File: config.mk
export PLATFORM = sky130hd
export DESIGN_NAME = stroke_target_to_motion_setpoint_core
export DESIGN_NICKNAME = d
export VERILOG_FILES = /design/src/design/stmsp_pkg.sv /design/src/design/stmsp_cfg.sv /design/src/design/stmsp_div.sv /design/src/design/stroke_target_to_motion_setpoint_core.sv
export SDC_FILE = /design/constraint.sdc
export NUM_CORES = 2
export LEC_CHECK = 0
export ABC_AREA = 1
export BUFFER_PORTS_ARGS = -buffer_cell sky130_fd_sc_hd__buf_2
export CAP_MARGIN = 20
export CORE_MARGIN = 2
export CORE_UTILIZATION = 40
export CTS_CLUSTER_DIAMETER = 50
export DETAILED_ROUTE_END_ITERATION = 7
export PLACE_DENSITY_LB_ADDON = 0.12
export SYNTH_ARGS = -nofsm -noshare
export SYNTH_HDL_FRONTEND = slang
export SYNTH_SLANG_ARGS = --single-unit
File: constraint.sdc
create_clock -name clk -period 7.4 [get_ports clk]
set_input_delay 0.37 -clock clk [delete_from_list [all_inputs] [get_ports clk]]
set_output_delay 0.37 -clock clk [all_outputs]
set_load 0.005 [all_outputs]
File: src/design/stmsp_pkg.sv
package stmsp_pkg;

	// Position registers are two's complement in this many bits.
	localparam int POS_WIDTH = 32;

	localparam int PCT_W       = 7;
	localparam int SPAN_W      = POS_WIDTH + 1;
	localparam int SPD_MUL_W   = 11;
	localparam int MUL_W       = SPAN_W + SPD_MUL_W;
	localparam int DIVD_W      = ((MUL_W + 1) / 2) * 2;
	localparam int DIVR_W      = 17;
	localparam int DIV_STEPS   = DIVD_W / 2;
	localparam int DIV_CNT_W   = $clog2(DIV_STEPS + 1);

	localparam int IN_TDATA_W  = 48;
	localparam int OUT_TDATA_W = 80;
	localparam int CFG_IDX_W   = 3;
	localparam int CFG_DATA_W  = 32;
	localparam int SPEED_W     = 20;
	localparam int ACCEL_W     = 24;
	localparam int DUR_W       = 32;

	localparam logic [PCT_W-1:0]     PCT_MAX     = PCT_W'(100);
	localparam logic [DIVR_W-1:0]    PCT_DIV     = DIVR_W'(100);
	localparam logic [SPD_MUL_W-1:0] SPEED_SCALE = SPD_MUL_W'(1500);
	localparam logic [DIVR_W-1:0]    DUR_MIN     = DIVR_W'(20);
	localparam logic [DIVR_W-1:0]    DUR_MAX     = DIVR_W'(120000);
	localparam logic [ACCEL_W-1:0]   ACCEL_FLOOR = ACCEL_W'(1000);

	typedef enum logic [CFG_IDX_W-1:0] {
		REG_PHYS_MIN    = 3'd0,
		REG_PHYS_MAX    = 3'd1,
		REG_STROKE_LOW  = 3'd2,
		REG_STROKE_HIGH = 3'd3,
		REG_MAX_SPEED   = 3'd4,
		REG_MAX_ACCEL   = 3'd5,
		REG_START_POS   = 3'd6
	} reg_idx_t;

	typedef struct packed {
		logic [POS_WIDTH-1:0] phys_min;
		logic [POS_WIDTH-1:0] phys_max;
		logic [POS_WIDTH-1:0] stroke_low;
		logic [POS_WIDTH-1:0] stroke_high;
		logic [SPEED_W-1:0]   max_speed;
		logic [ACCEL_W-1:0]   max_accel;
	} cfg_t;

	typedef struct packed {
		logic              start;
		logic [DIVD_W-1:0] dividend;
		logic [DIVR_W-1:0] divisor;
	} div_req_t;

	typedef struct packed {
		logic              done;
		logic [DIVD_W-1:0] quotient;
	} div_rsp_t;

	// When the two are inverted, values below the low limit give the low limit and all others the high limit.
	function automatic logic [POS_WIDTH-1:0] clamp_pos(
		input logic [POS_WIDTH-1:0] x,
		input logic [POS_WIDTH-1:0] lo,
		input logic [POS_WIDTH-1:0] hi
	);
		logic [POS_WIDTH-1:0] r;
		if ($signed(x) < $signed(lo)) begin
			r = lo;
		end else if ($signed(x) > $signed(hi)) begin
			r = hi;
		end else begin
			r = x;
		end
		return r;
	endfunction

endpackage

File: src/design/stmsp_cfg.sv
module stmsp_cfg import stmsp_pkg::*; (
	input  logic                  clk,
	input  logic                  arst_n,
	input  logic                  wr_en,
	input  logic [CFG_IDX_W-1:0]  wr_idx,
	input  logic [CFG_DATA_W-1:0] wr_data,
	output cfg_t                  cfg,
	output logic                  start_wr
);

	cfg_t cfg_q;

	always_ff @(posedge clk or negedge arst_n) begin
		if (!arst_n) begin
			cfg_q <= '{phys_min: '0, phys_max: '0, stroke_low: '0, stroke_high: '0,
				max_speed: SPEED_W'(1), max_accel: ACCEL_W'(1)};
		end else if (wr_en) begin
			unique case (reg_idx_t'(wr_idx))
				REG_PHYS_MIN:    cfg_q.phys_min    <= wr_data[POS_WIDTH-1:0];
				REG_PHYS_MAX:    cfg_q.phys_max    <= wr_data[POS_WIDTH-1:0];
				REG_STROKE_LOW:  cfg_q.stroke_low  <= wr_data[POS_WIDTH-1:0];
				REG_STROKE_HIGH: cfg_q.stroke_high <= wr_data[POS_WIDTH-1:0];
				REG_MAX_SPEED:   cfg_q.max_speed   <= wr_data[SPEED_W-1:0];
				REG_MAX_ACCEL:   cfg_q.max_accel   <= wr_data[ACCEL_W-1:0];
				default: ;
			endcase
		end
	end

	// The motor position itself lives in the core as the last target.
	assign start_wr = wr_en && (reg_idx_t'(wr_idx) == REG_START_POS);
	assign cfg      = cfg_q;

endmodule

File: src/design/stmsp_div.sv
module stmsp_div import stmsp_pkg::*; (
	input  logic     clk,
	input  logic     arst_n,
	input  div_req_t req,
	output div_rsp_t rsp
);

	logic                 busy_q;
	logic [DIV_CNT_W-1:0] cnt_q;
	logic [DIVR_W-1:0]    rem_q;
	logic [DIVR_W-1:0]    dvr_q;
	logic [DIVD_W-1:0]    quo_q;

	logic [DIVR_W:0] r1, r1s, r2, r2s, dvr_ext;
	logic            ge1, ge2;

	// Two restoring steps per cycle.
	always_comb begin
		dvr_ext = {1'b0, dvr_q};
		r1      = {rem_q, quo_q[DIVD_W-1]};
		ge1     = r1 >= dvr_ext;
		r1s     = ge1 ? (r1 - dvr_ext) : r1;
		r2      = {r1s[DIVR_W-1:0], quo_q[DIVD_W-2]};
		ge2     = r2 >= dvr_ext;
		r2s     = ge2 ? (r2 - dvr_ext) : r2;
	end

	always_ff @(posedge clk or negedge arst_n) begin
		if (!arst_n) begin
			busy_q <= 1'b0;
			cnt_q  <= '0;
		end else if (req.start) begin
			busy_q <= 1'b1;
			cnt_q  <= DIV_CNT_W'(DIV_STEPS);
		end else if (busy_q) begin
			cnt_q <= cnt_q - DIV_CNT_W'(1);
			if (cnt_q == DIV_CNT_W'(1)) begin
				busy_q <= 1'b0;
			end
		end
	end

	always_ff @(posedge clk) begin
		if (req.start) begin
			rem_q <= '0;
			quo_q <= req.dividend;
			dvr_q <= req.divisor;
		end else if (busy_q) begin
			rem_q <= r2s[DIVR_W-1:0];
			quo_q <= {quo_q[DIVD_W-3:0], ge1, ge2};
		end
	end

	assign rsp.done     = busy_q && (cnt_q == DIV_CNT_W'(1));
	assign rsp.quotient = quo_q;

endmodule

File: src/design/stroke_target_to_motion_setpoint_core.sv
// A command runs through the sequencer states in turn; m_tvalid rises as it leaves FIN.
// Only one command is processed at a time; the shared radix-4 divider runs twice
// per command and takes up most of the time spent on it.
// A finished result waits in the output register while the next command is taken.
// Reset: asynchronous, active low; clears the sequencer, the output valid and the
// registers to their reset values (last target 0, max speed and max accel 1).
module stroke_target_to_motion_setpoint_core import stmsp_pkg::*; (
	input  logic                   clk,
	input  logic                   arst_n,
	// s_tdata: stroke_pct[7:0], move_time[39:8], replace[40], zero fill
	input  logic                   s_tvalid,
	output logic                   s_tready,
	input  logic [IN_TDATA_W-1:0]  s_tdata,
	// m_tdata: stop_first[0], move_valid[1], target_pos[33:2], speed_hz[53:34],
	//          accel_value[77:54], zero fill
	output logic                   m_tvalid,
	input  logic                   m_tready,
	output logic [OUT_TDATA_W-1:0] m_tdata,
	input  logic                   cfg_valid,
	output logic                   cfg_ready,
	input  logic [CFG_IDX_W-1:0]   cfg_index,
	input  logic [CFG_DATA_W-1:0]  cfg_data
);

	// One-hot sequencer: clamp limits, map percent (divide by 100), clamp target,
	// take distance, then derive speed (second divide) and finish.
	typedef enum logic [11:0] {
		ST_IDLE = 12'b0000_0000_0001,
		ST_LO   = 12'b0000_0000_0010,
		ST_HI   = 12'b0000_0000_0100,
		ST_SPAN = 12'b0000_0000_1000,
		ST_MUL1 = 12'b0000_0001_0000,
		ST_DIV1 = 12'b0000_0010_0000,
		ST_TGT  = 12'b0000_0100_0000,
		ST_CLP  = 12'b0000_1000_0000,
		ST_DIST = 12'b0001_0000_0000,
		ST_MUL2 = 12'b0010_0000_0000,
		ST_DIV2 = 12'b0100_0000_0000,
		ST_FIN  = 12'b1000_0000_0000
	} state_t;

	state_t state_q, state_d;

	cfg_t     cfg;
	logic     start_wr;
	div_req_t div_req;
	div_rsp_t div_rsp;

	// Command fields, held for the whole run.
	logic [PCT_W-1:0]     pct_q;
	logic [DUR_W-1:0]     dur_q;
	logic                 rep_q;

	logic [POS_WIDTH-1:0] lo_q;
	logic [POS_WIDTH-1:0] hi_q;
	logic [SPAN_W-1:0]    span_q;
	logic [POS_WIDTH-1:0] tgt_q;
	logic [POS_WIDTH-1:0] last_q;
	logic [SPAN_W-1:0]    dist_q;

	logic                   m_tvalid_q;
	logic [OUT_TDATA_W-1:0] m_tdata_q;

	logic                   in_xfer;
	logic                   fin_go;
	logic [PCT_W-1:0]       in_pct;
	logic [SPAN_W-1:0]      mul_a;
	logic [SPD_MUL_W-1:0]   mul_b;
	logic [MUL_W-1:0]       mul_p;
	logic [DIVR_W-1:0]      dur_clamped;
	logic [SPAN_W-1:0]      tgt_sum;
	logic [SPAN_W-1:0]      tgt_ext;
	logic [SPAN_W-1:0]      last_ext;
	logic                   move;
	logic [SPEED_W-1:0]     spd_lim;
	logic [SPEED_W-1:0]     speed;
	logic [ACCEL_W-1:0]     acc_half;
	logic [ACCEL_W-1:0]     acc_floor;
	logic [ACCEL_W-1:0]     acc_lim;
	logic [ACCEL_W-1:0]     accel;

	stmsp_cfg u_cfg (
		.clk      (clk),
		.arst_n   (arst_n),
		.wr_en    (cfg_valid),
		.wr_idx   (cfg_index),
		.wr_data  (cfg_data),
		.cfg      (cfg),
		.start_wr (start_wr)
	);

	stmsp_div u_div (
		.clk    (clk),
		.arst_n (arst_n),
		.req    (div_req),
		.rsp    (div_rsp)
	);

	assign cfg_ready = 1'b1;
	assign s_tready  = (state_q == ST_IDLE);
	assign in_xfer   = s_tvalid && s_tready;
	// Leave FIN only when the output register is free or drains this cycle.
	assign fin_go    = (state_q == ST_FIN) && (!m_tvalid_q || m_tready);

	// Saturate the percentage at 100.
	assign in_pct = (s_tdata[7:0] > 8'(PCT_MAX)) ? PCT_MAX : s_tdata[PCT_W-1:0];

	always_comb begin
		state_d = state_q;
		unique case (state_q)
			ST_IDLE: if (in_xfer) state_d = ST_LO;
			ST_LO:   state_d = ST_HI;
			ST_HI:   state_d = ST_SPAN;
			ST_SPAN: state_d = ST_MUL1;
			ST_MUL1: state_d = ST_DIV1;
			ST_DIV1: if (div_rsp.done) state_d = ST_TGT;
			ST_TGT:  state_d = ST_CLP;
			ST_CLP:  state_d = ST_DIST;
			ST_DIST: state_d = ST_MUL2;
			ST_MUL2: state_d = ST_DIV2;
			ST_DIV2: if (div_rsp.done) state_d = ST_FIN;
			ST_FIN:  if (fin_go) state_d = ST_IDLE;
			default: state_d = ST_IDLE;
		endcase
	end

	always_ff @(posedge clk or negedge arst_n) begin
		if (!arst_n) begin
			state_q <= ST_IDLE;
		end else begin
			state_q <= state_d;
		end
	end

	// Duration clamped to 20..120000 ms; never zero, so always a legal divisor.
	always_comb begin
		if (dur_q < DUR_W'(DUR_MIN)) begin
			dur_clamped = DUR_MIN;
		end else if (dur_q > DUR_W'(DUR_MAX)) begin
			dur_clamped = DUR_MAX;
		end else begin
			dur_clamped = dur_q[DIVR_W-1:0];
		end
	end

	// Shared multiplier feeds the divider: span*pct/100, then 1500*dist/duration.
	always_comb begin
		mul_a = (state_q == ST_MUL1) ? span_q : dist_q;
		mul_b = (state_q == ST_MUL1) ? SPD_MUL_W'(pct_q) : SPEED_SCALE;
		mul_p = MUL_W'(mul_a) * MUL_W'(mul_b);
		div_req.start    = (state_q == ST_MUL1) || (state_q == ST_MUL2);
		div_req.dividend = DIVD_W'(mul_p);
		div_req.divisor  = (state_q == ST_MUL1) ? PCT_DIV : dur_clamped;
	end

	// Quotient is at most the span, so the low SPAN_W bits hold it whole.
	assign tgt_sum  = {lo_q[POS_WIDTH-1], lo_q} + div_rsp.quotient[SPAN_W-1:0];
	assign tgt_ext  = {tgt_q[POS_WIDTH-1], tgt_q};
	assign last_ext = {last_q[POS_WIDTH-1], last_q};

	always_ff @(posedge clk) begin
		if (in_xfer) begin
			pct_q <= in_pct;
			dur_q <= s_tdata[39:8];
			rep_q <= s_tdata[40];
		end
		if (state_q == ST_LO) begin
			lo_q <= clamp_pos(cfg.stroke_low, cfg.phys_min, cfg.phys_max);
		end
		if (state_q == ST_HI) begin
			hi_q <= clamp_pos(cfg.stroke_high, cfg.phys_min, cfg.phys_max);
		end
		// An inverted stroke collapses onto its low end.
		if (state_q == ST_SPAN) begin
			span_q <= ($signed(hi_q) > $signed(lo_q)) ?
				({hi_q[POS_WIDTH-1], hi_q} - {lo_q[POS_WIDTH-1], lo_q}) : '0;
		end
		if (state_q == ST_TGT) begin
			tgt_q <= tgt_sum[POS_WIDTH-1:0];
		end else if (state_q == ST_CLP) begin
			tgt_q <= clamp_pos(tgt_q, cfg.phys_min, cfg.phys_max);
		end
		if (state_q == ST_DIST) begin
			dist_q <= ($signed(tgt_q) >= $signed(last_q)) ?
				(tgt_ext - last_ext) : (last_ext - tgt_ext);
		end
	end

	// Last target: loaded by a start position write, updated once per command.
	always_ff @(posedge clk or negedge arst_n) begin
		if (!arst_n) begin
			last_q <= '0;
		end else if (start_wr) begin
			last_q <= cfg_data[POS_WIDTH-1:0];
		end else if (state_q == ST_DIST) begin
			last_q <= tgt_q;
		end
	end

	// Speed and acceleration: zero with no move, else saturated into 1..max (1 if max is 0).
	always_comb begin
		move    = (dist_q != '0);
		spd_lim = (div_rsp.quotient > DIVD_W'(cfg.max_speed)) ?
			cfg.max_speed : div_rsp.quotient[SPEED_W-1:0];
		acc_half  = {1'b0, cfg.max_accel[ACCEL_W-1:1]};
		acc_floor = (acc_half < ACCEL_FLOOR) ? ACCEL_FLOOR : acc_half;
		acc_lim   = (acc_floor > cfg.max_accel) ? cfg.max_accel : acc_floor;
		if (!move) begin
			speed = '0;
			accel = '0;
		end else if (dur_q == '0) begin
			speed = (cfg.max_speed == '0) ? SPEED_W'(1) : cfg.max_speed;
			accel = (cfg.max_accel == '0) ? ACCEL_W'(1) : cfg.max_accel;
		end else begin
			speed = (spd_lim == '0) ? SPEED_W'(1) : spd_lim;
			accel = (acc_lim == '0) ? ACCEL_W'(1) : acc_lim;
		end
	end

	// Output register: hold until the transfer, advance on fin_go.
	always_ff @(posedge clk or negedge arst_n) begin
		if (!arst_n) begin
			m_tvalid_q <= 1'b0;
		end else if (fin_go) begin
			m_tvalid_q <= 1'b1;
		end else if (m_tready) begin
			m_tvalid_q <= 1'b0;
		end
	end

	always_ff @(posedge clk) begin
		if (fin_go) begin
			m_tdata_q <= {2'b00, accel, speed, 32'($signed(tgt_q)), move, rep_q};
		end
	end

	assign m_tvalid = m_tvalid_q;
	assign m_tdata  = m_tdata_q;

endmodule

==> summary.md <==
| Metric | Value |
|---|---|
| Status | `completed` |
| Routability congestion estimate | `between 0.9 and 1` |
| Gr usage total | `0.275` |
| TritonCTS clock tree | `yes` |
| Worst skew pair latency | `around 0.71 ns` |
| Actual slew at the worst max-slew pin | `between 1 and 1.5 ns` |
| Syn Inst Count | `between 6000 and 7000` |
| CTS clk-pin slew, worst paths | `0.06 ns` |
| Post-route ant nets | `0` |
| Hold/Removal Path Class | `input port to flop` |
| Critical path class | `flop to flop` |
| Htree depth | `3` |
| Initial antenna violation count | `6` |
| Core Area | `127000 sq um` |
| Final HPWL DP | `about 150000 um` |
| Die width | `between 300 and 400 um` |
| Total CTS buffers | `90` |
| Largest family of logic cells by synthesized area | `simple AND/OR/NAND/NOR gates` |
| Post-Syn Area | `a little over 50000 sq um` |
| Crit share post-route | `0.941` |
| RSZ-0062 raised after global routing | `true` |
| Met3 GRT Util | `0.0321` |
| Unique masters post-synth | `between 60 and 70` |
| Minimum clock period | `~7.0 ns` |
| Simple-gate share of the synthesized area | `0.223` |
| DR pass1 iterations | `6` |
| Mapped Avg Cell Area | `between 7 and 8 sq um` |
| Fin nets | `between 7000 and 8000` |
| Number of global-route vias before repair | `between 40000 and 50000` |
| Final core utilization | `0.455` |
| Primary FF master, synth | `edfxtp_1` |
| Crit Path Max Fanout | `17` |
| Ratio of cells with drive above 1 in the final layout | `0.0699` |
| Clock Sinks | `between 500 and 600` |
| DR vias/cell | `5.30` |
| Gate power share | `0.482` |
| Remaining DRCs | `0` |
| Power per cell area | `about 300 nW/um^2` |
| Hold Path Cell Cnt | `3` |
| First-pass GRT wire length | `273000 um` |
| Worst vdd ir | `0.236 mV` |
| Rows | `between 100 and 150` |
| Initial DRC count | `between 4000 and 5000` |
| Switch Pwr | `roughly 0.008 W` |
| Fill cell count | `~13000` |
| Share of total power in sequential cells | `0.261` |
| CP Data Arrival Time | `7.38 ns` |
| GRT met1 Usage | `0.388` |
| R2R depth | `30` |
| Fmax | `about 140 MHz` |
| Ys async rst share | `0.384` |
| Global routing's busiest layer | `met2` |
| CP max-delay cell | `fa_1` |
| Routed wire length | `approximately 180000 um` |
| Synth Area in XOR/XNOR | `0.0200` |
| Sw frac | `0.446` |
| Clock skew | `a little under 0.05 ns` |
| Worst setup margin | `roughly 0.44 ns` |
| CP dominant cell by count | `inv_1` |
| Yosys warns | `0` |
| Post-synth EDFFs | `341` |
| Post-Synth Adder-Cell Area | `0.218` |
| Cell-internal power | `0.00966 W` |
| Max-slew headroom | `0.329` |
| DIE AREA | `between 100000 and 150000 sq um` |
| Starting Density | `0.402` |
| CP Launch Type | `flop` |
| Crit. End Element | `flop` |
| Place WS | `approximately 0.22 ns` |
| Pin count of the biggest net entering global routing | `142` |
| Die Y | `roughly 360 um` |
| Compound-Gate Fraction of Synth Area | `0.125` |
| Register bit total from synthesis | `between 500 and 600` |
| Clk root buf | `clkbuf_16` |
| Max incr delay on CP | `between 0.5 and 0.6 ns` |
| GR Layer Usage met2 | `0.440` |
| Clk buf depth | `3` |
| Leak pwr | `between 20 and 30 nW` |
| Max-cap violation count | `0` |
| Clock power share | `0.257` |
| Via count of the routed design | `between 40000 and 50000` |
| Synthesis-to-layout area growth | `13.0%` |
| Grt total ovfl | `0` |
| WP data required | `between 7 and 8 ns` |
| DR WL/cell | `about 21 um` |
| Port buffer count | `160` |
| Boundary Pins | `171` |
| Fin. Hold Viols | `0` |
| # setup viols final | `0` |
| Multiplexer share of the synthesized area | `0.000196` |
| Seq/Total Area, Yosys | `0.316` |
| Fin. max-slew vios | `0` |
critical path, delay by kind of cell, from the launching register on:
| kind | cells | cell delay [ns] |
|---|---|---|
| adder cells (fa/ha/maj) | 6 | 2.95 |
| AO/OA/AOI/OAI | 7 | 1.34 |
| buffers and inverters | 9 | 0.87 |
| AND/OR/NAND/NOR | 8 | 1.07 |
| flip-flops | 1 | 0.39 |
kinds of logic after synthesis:
logic type / count (synthesis)
AOI/OAI and AO/OA: 1161
xor gates and xnor gates: 117
adders and majority gates: 741
buffers and inverters: 1302
DFF: 581
muxes: 1
other: 2
and+or+nand+nor: 2756
through the flow:
| step | hold WS (ns) | total power (W) | instances | setup TNS [ns] | cell area, sq um |
|---|---|---|---|---|---|
| floorplan | 0.0744 | 0.0103 | 6662 | 0 | 51200 |
| global placement | 0.403 | 0.0127 | 8359 | 0 | 53900 |
| detailed placement | 0.407 | 0.0128 | 8361 | 0 | 54000 |
| CTS | 0.00231 | 0.0174 | 8582 | 0 | 57700 |
| global route | 0.0318 | 0.0188 | 8585 | -0.00675 | 57800 |
| finish | 0.0340 | 0.0174 | 8587 | 0 | 57800 |
sequential cells by signal, summed over array words and instances (netlist names), 33 cells and up:
signal       count
span_q          33
m_tdata         78
u_div.quo_q     44
u_cfg.cfg      172
dist_q          33
cells in the final DEF, fill, tap and decap left out, drive strengths merged, types with 52 or more instances in the layout:
| cell | count |
|---|---|
| xnor2 | 52 |
| nor2 | 479 |
| o211ai | 59 |
| dfrtp | 220 |
| buf | 239 |
| nor3 | 75 |
| nand3 | 356 |
| xor2 | 65 |
| ha | 491 |
| fa | 250 |
| inv | 1121 |
| nand4 | 89 |
| nand2 | 1676 |
| clkbuf | 115 |
| edfxtp | 341 |
| a21oi | 405 |
| o21ai | 510 |
path summary, 6_finish.rpt:
| path | from | end | slack [ns] |
|---|---|---|---|
| worst max-delay path | state_q[11]$_DFFE_PN0P_ | u_div.quo_q[43]$_DFFE_PP_ | 0.44 |
| worst min-delay path | cfg_data[17] | last_q[17]$_DFFE_PN0P_ | 0.03 |
| worst max register to register | state_q[11]$_DFFE_PN0P_ | u_div.quo_q[43]$_DFFE_PP_ | 0.44 |
| worst min register to register | rep_q$_DFFE_PP_ | m_tdata[0]$_DFFE_PP_ | 0.42 |
| max in group asynchronous | arst_n | state_q[7]$_DFFE_PN0P_ | 5.71 |
| min in group asynchronous | arst_n | last_q[27]$_DFFE_PN0P_ | 0.27 |
power by group through the flow:
stage,Sequential (W),Clock [W],Combinational [W]
detailed placement,0.00459,0,0.00823
CTS,0.00454,0.00459,0.00831
global route,0.00459,0.00472,0.00946
finish,0.00454,0.00448,0.00841
floorplan,0.00438,0,0.00596
global placement,0.00459,0,0.00814
per-layer routing:
layer,wire [um],vias to the layer above
met3,10300,230
met5,12,-
met4,6000,2
met2,82100,1316
li1,-,22100
met1,83700,21900
cell type report:
type | count | area (sq um) | share of cell area
multi-input cells | 4779 | 30100 | 0.521
flip-flops and latches | 581 | 16200 | 0.280
inverters | 1102 | 4140 | 0.0716
clock buffers | 114 | 2530 | 0.0438
repair buffers | 291 | 2080 | 0.0360
well taps | 1662 | 2080 | 0.0360
clock inverters | 56 | 681 | 0.0118
diodes | 2 | 5.00 | 0.0000865
cells in the mapped netlist, types with 52 or more instances:
| library cell | number | area share |
|---|---|---|
| nand2_1 | 1671 | 0.12 |
| inv_1 | 1088 | 0.080 |
| o21ai_0 | 500 | 0.049 |
| ha_1 | 491 | 0.12 |
| nor2_1 | 465 | 0.034 |
| a21oi_1 | 404 | 0.040 |
| nand3_1 | 355 | 0.035 |
| edfxtp_1 | 341 | 0.20 |
| fa_1 | 250 | 0.098 |
| dfrtp_1 | 220 | 0.11 |
| clkbuf_1 | 145 | 0.011 |
| nand4_1 | 89 | 0.011 |
| nor3_1 | 74 | 0.0072 |
| xor2_1 | 65 | 0.011 |
| o211ai_1 | 59 | 0.0087 |
| xnor2_1 | 52 | 0.0089 |
what timing repair did:
item                                   in CTS  in global routing
setup buffers                               0                  0
setup endpoints to repair                   0                 30
endpoints found under the hold margin     132                  0
hold buffers                               51                  0
gates resized for setup                     0                 27
(Power assumes the default switching activity.)
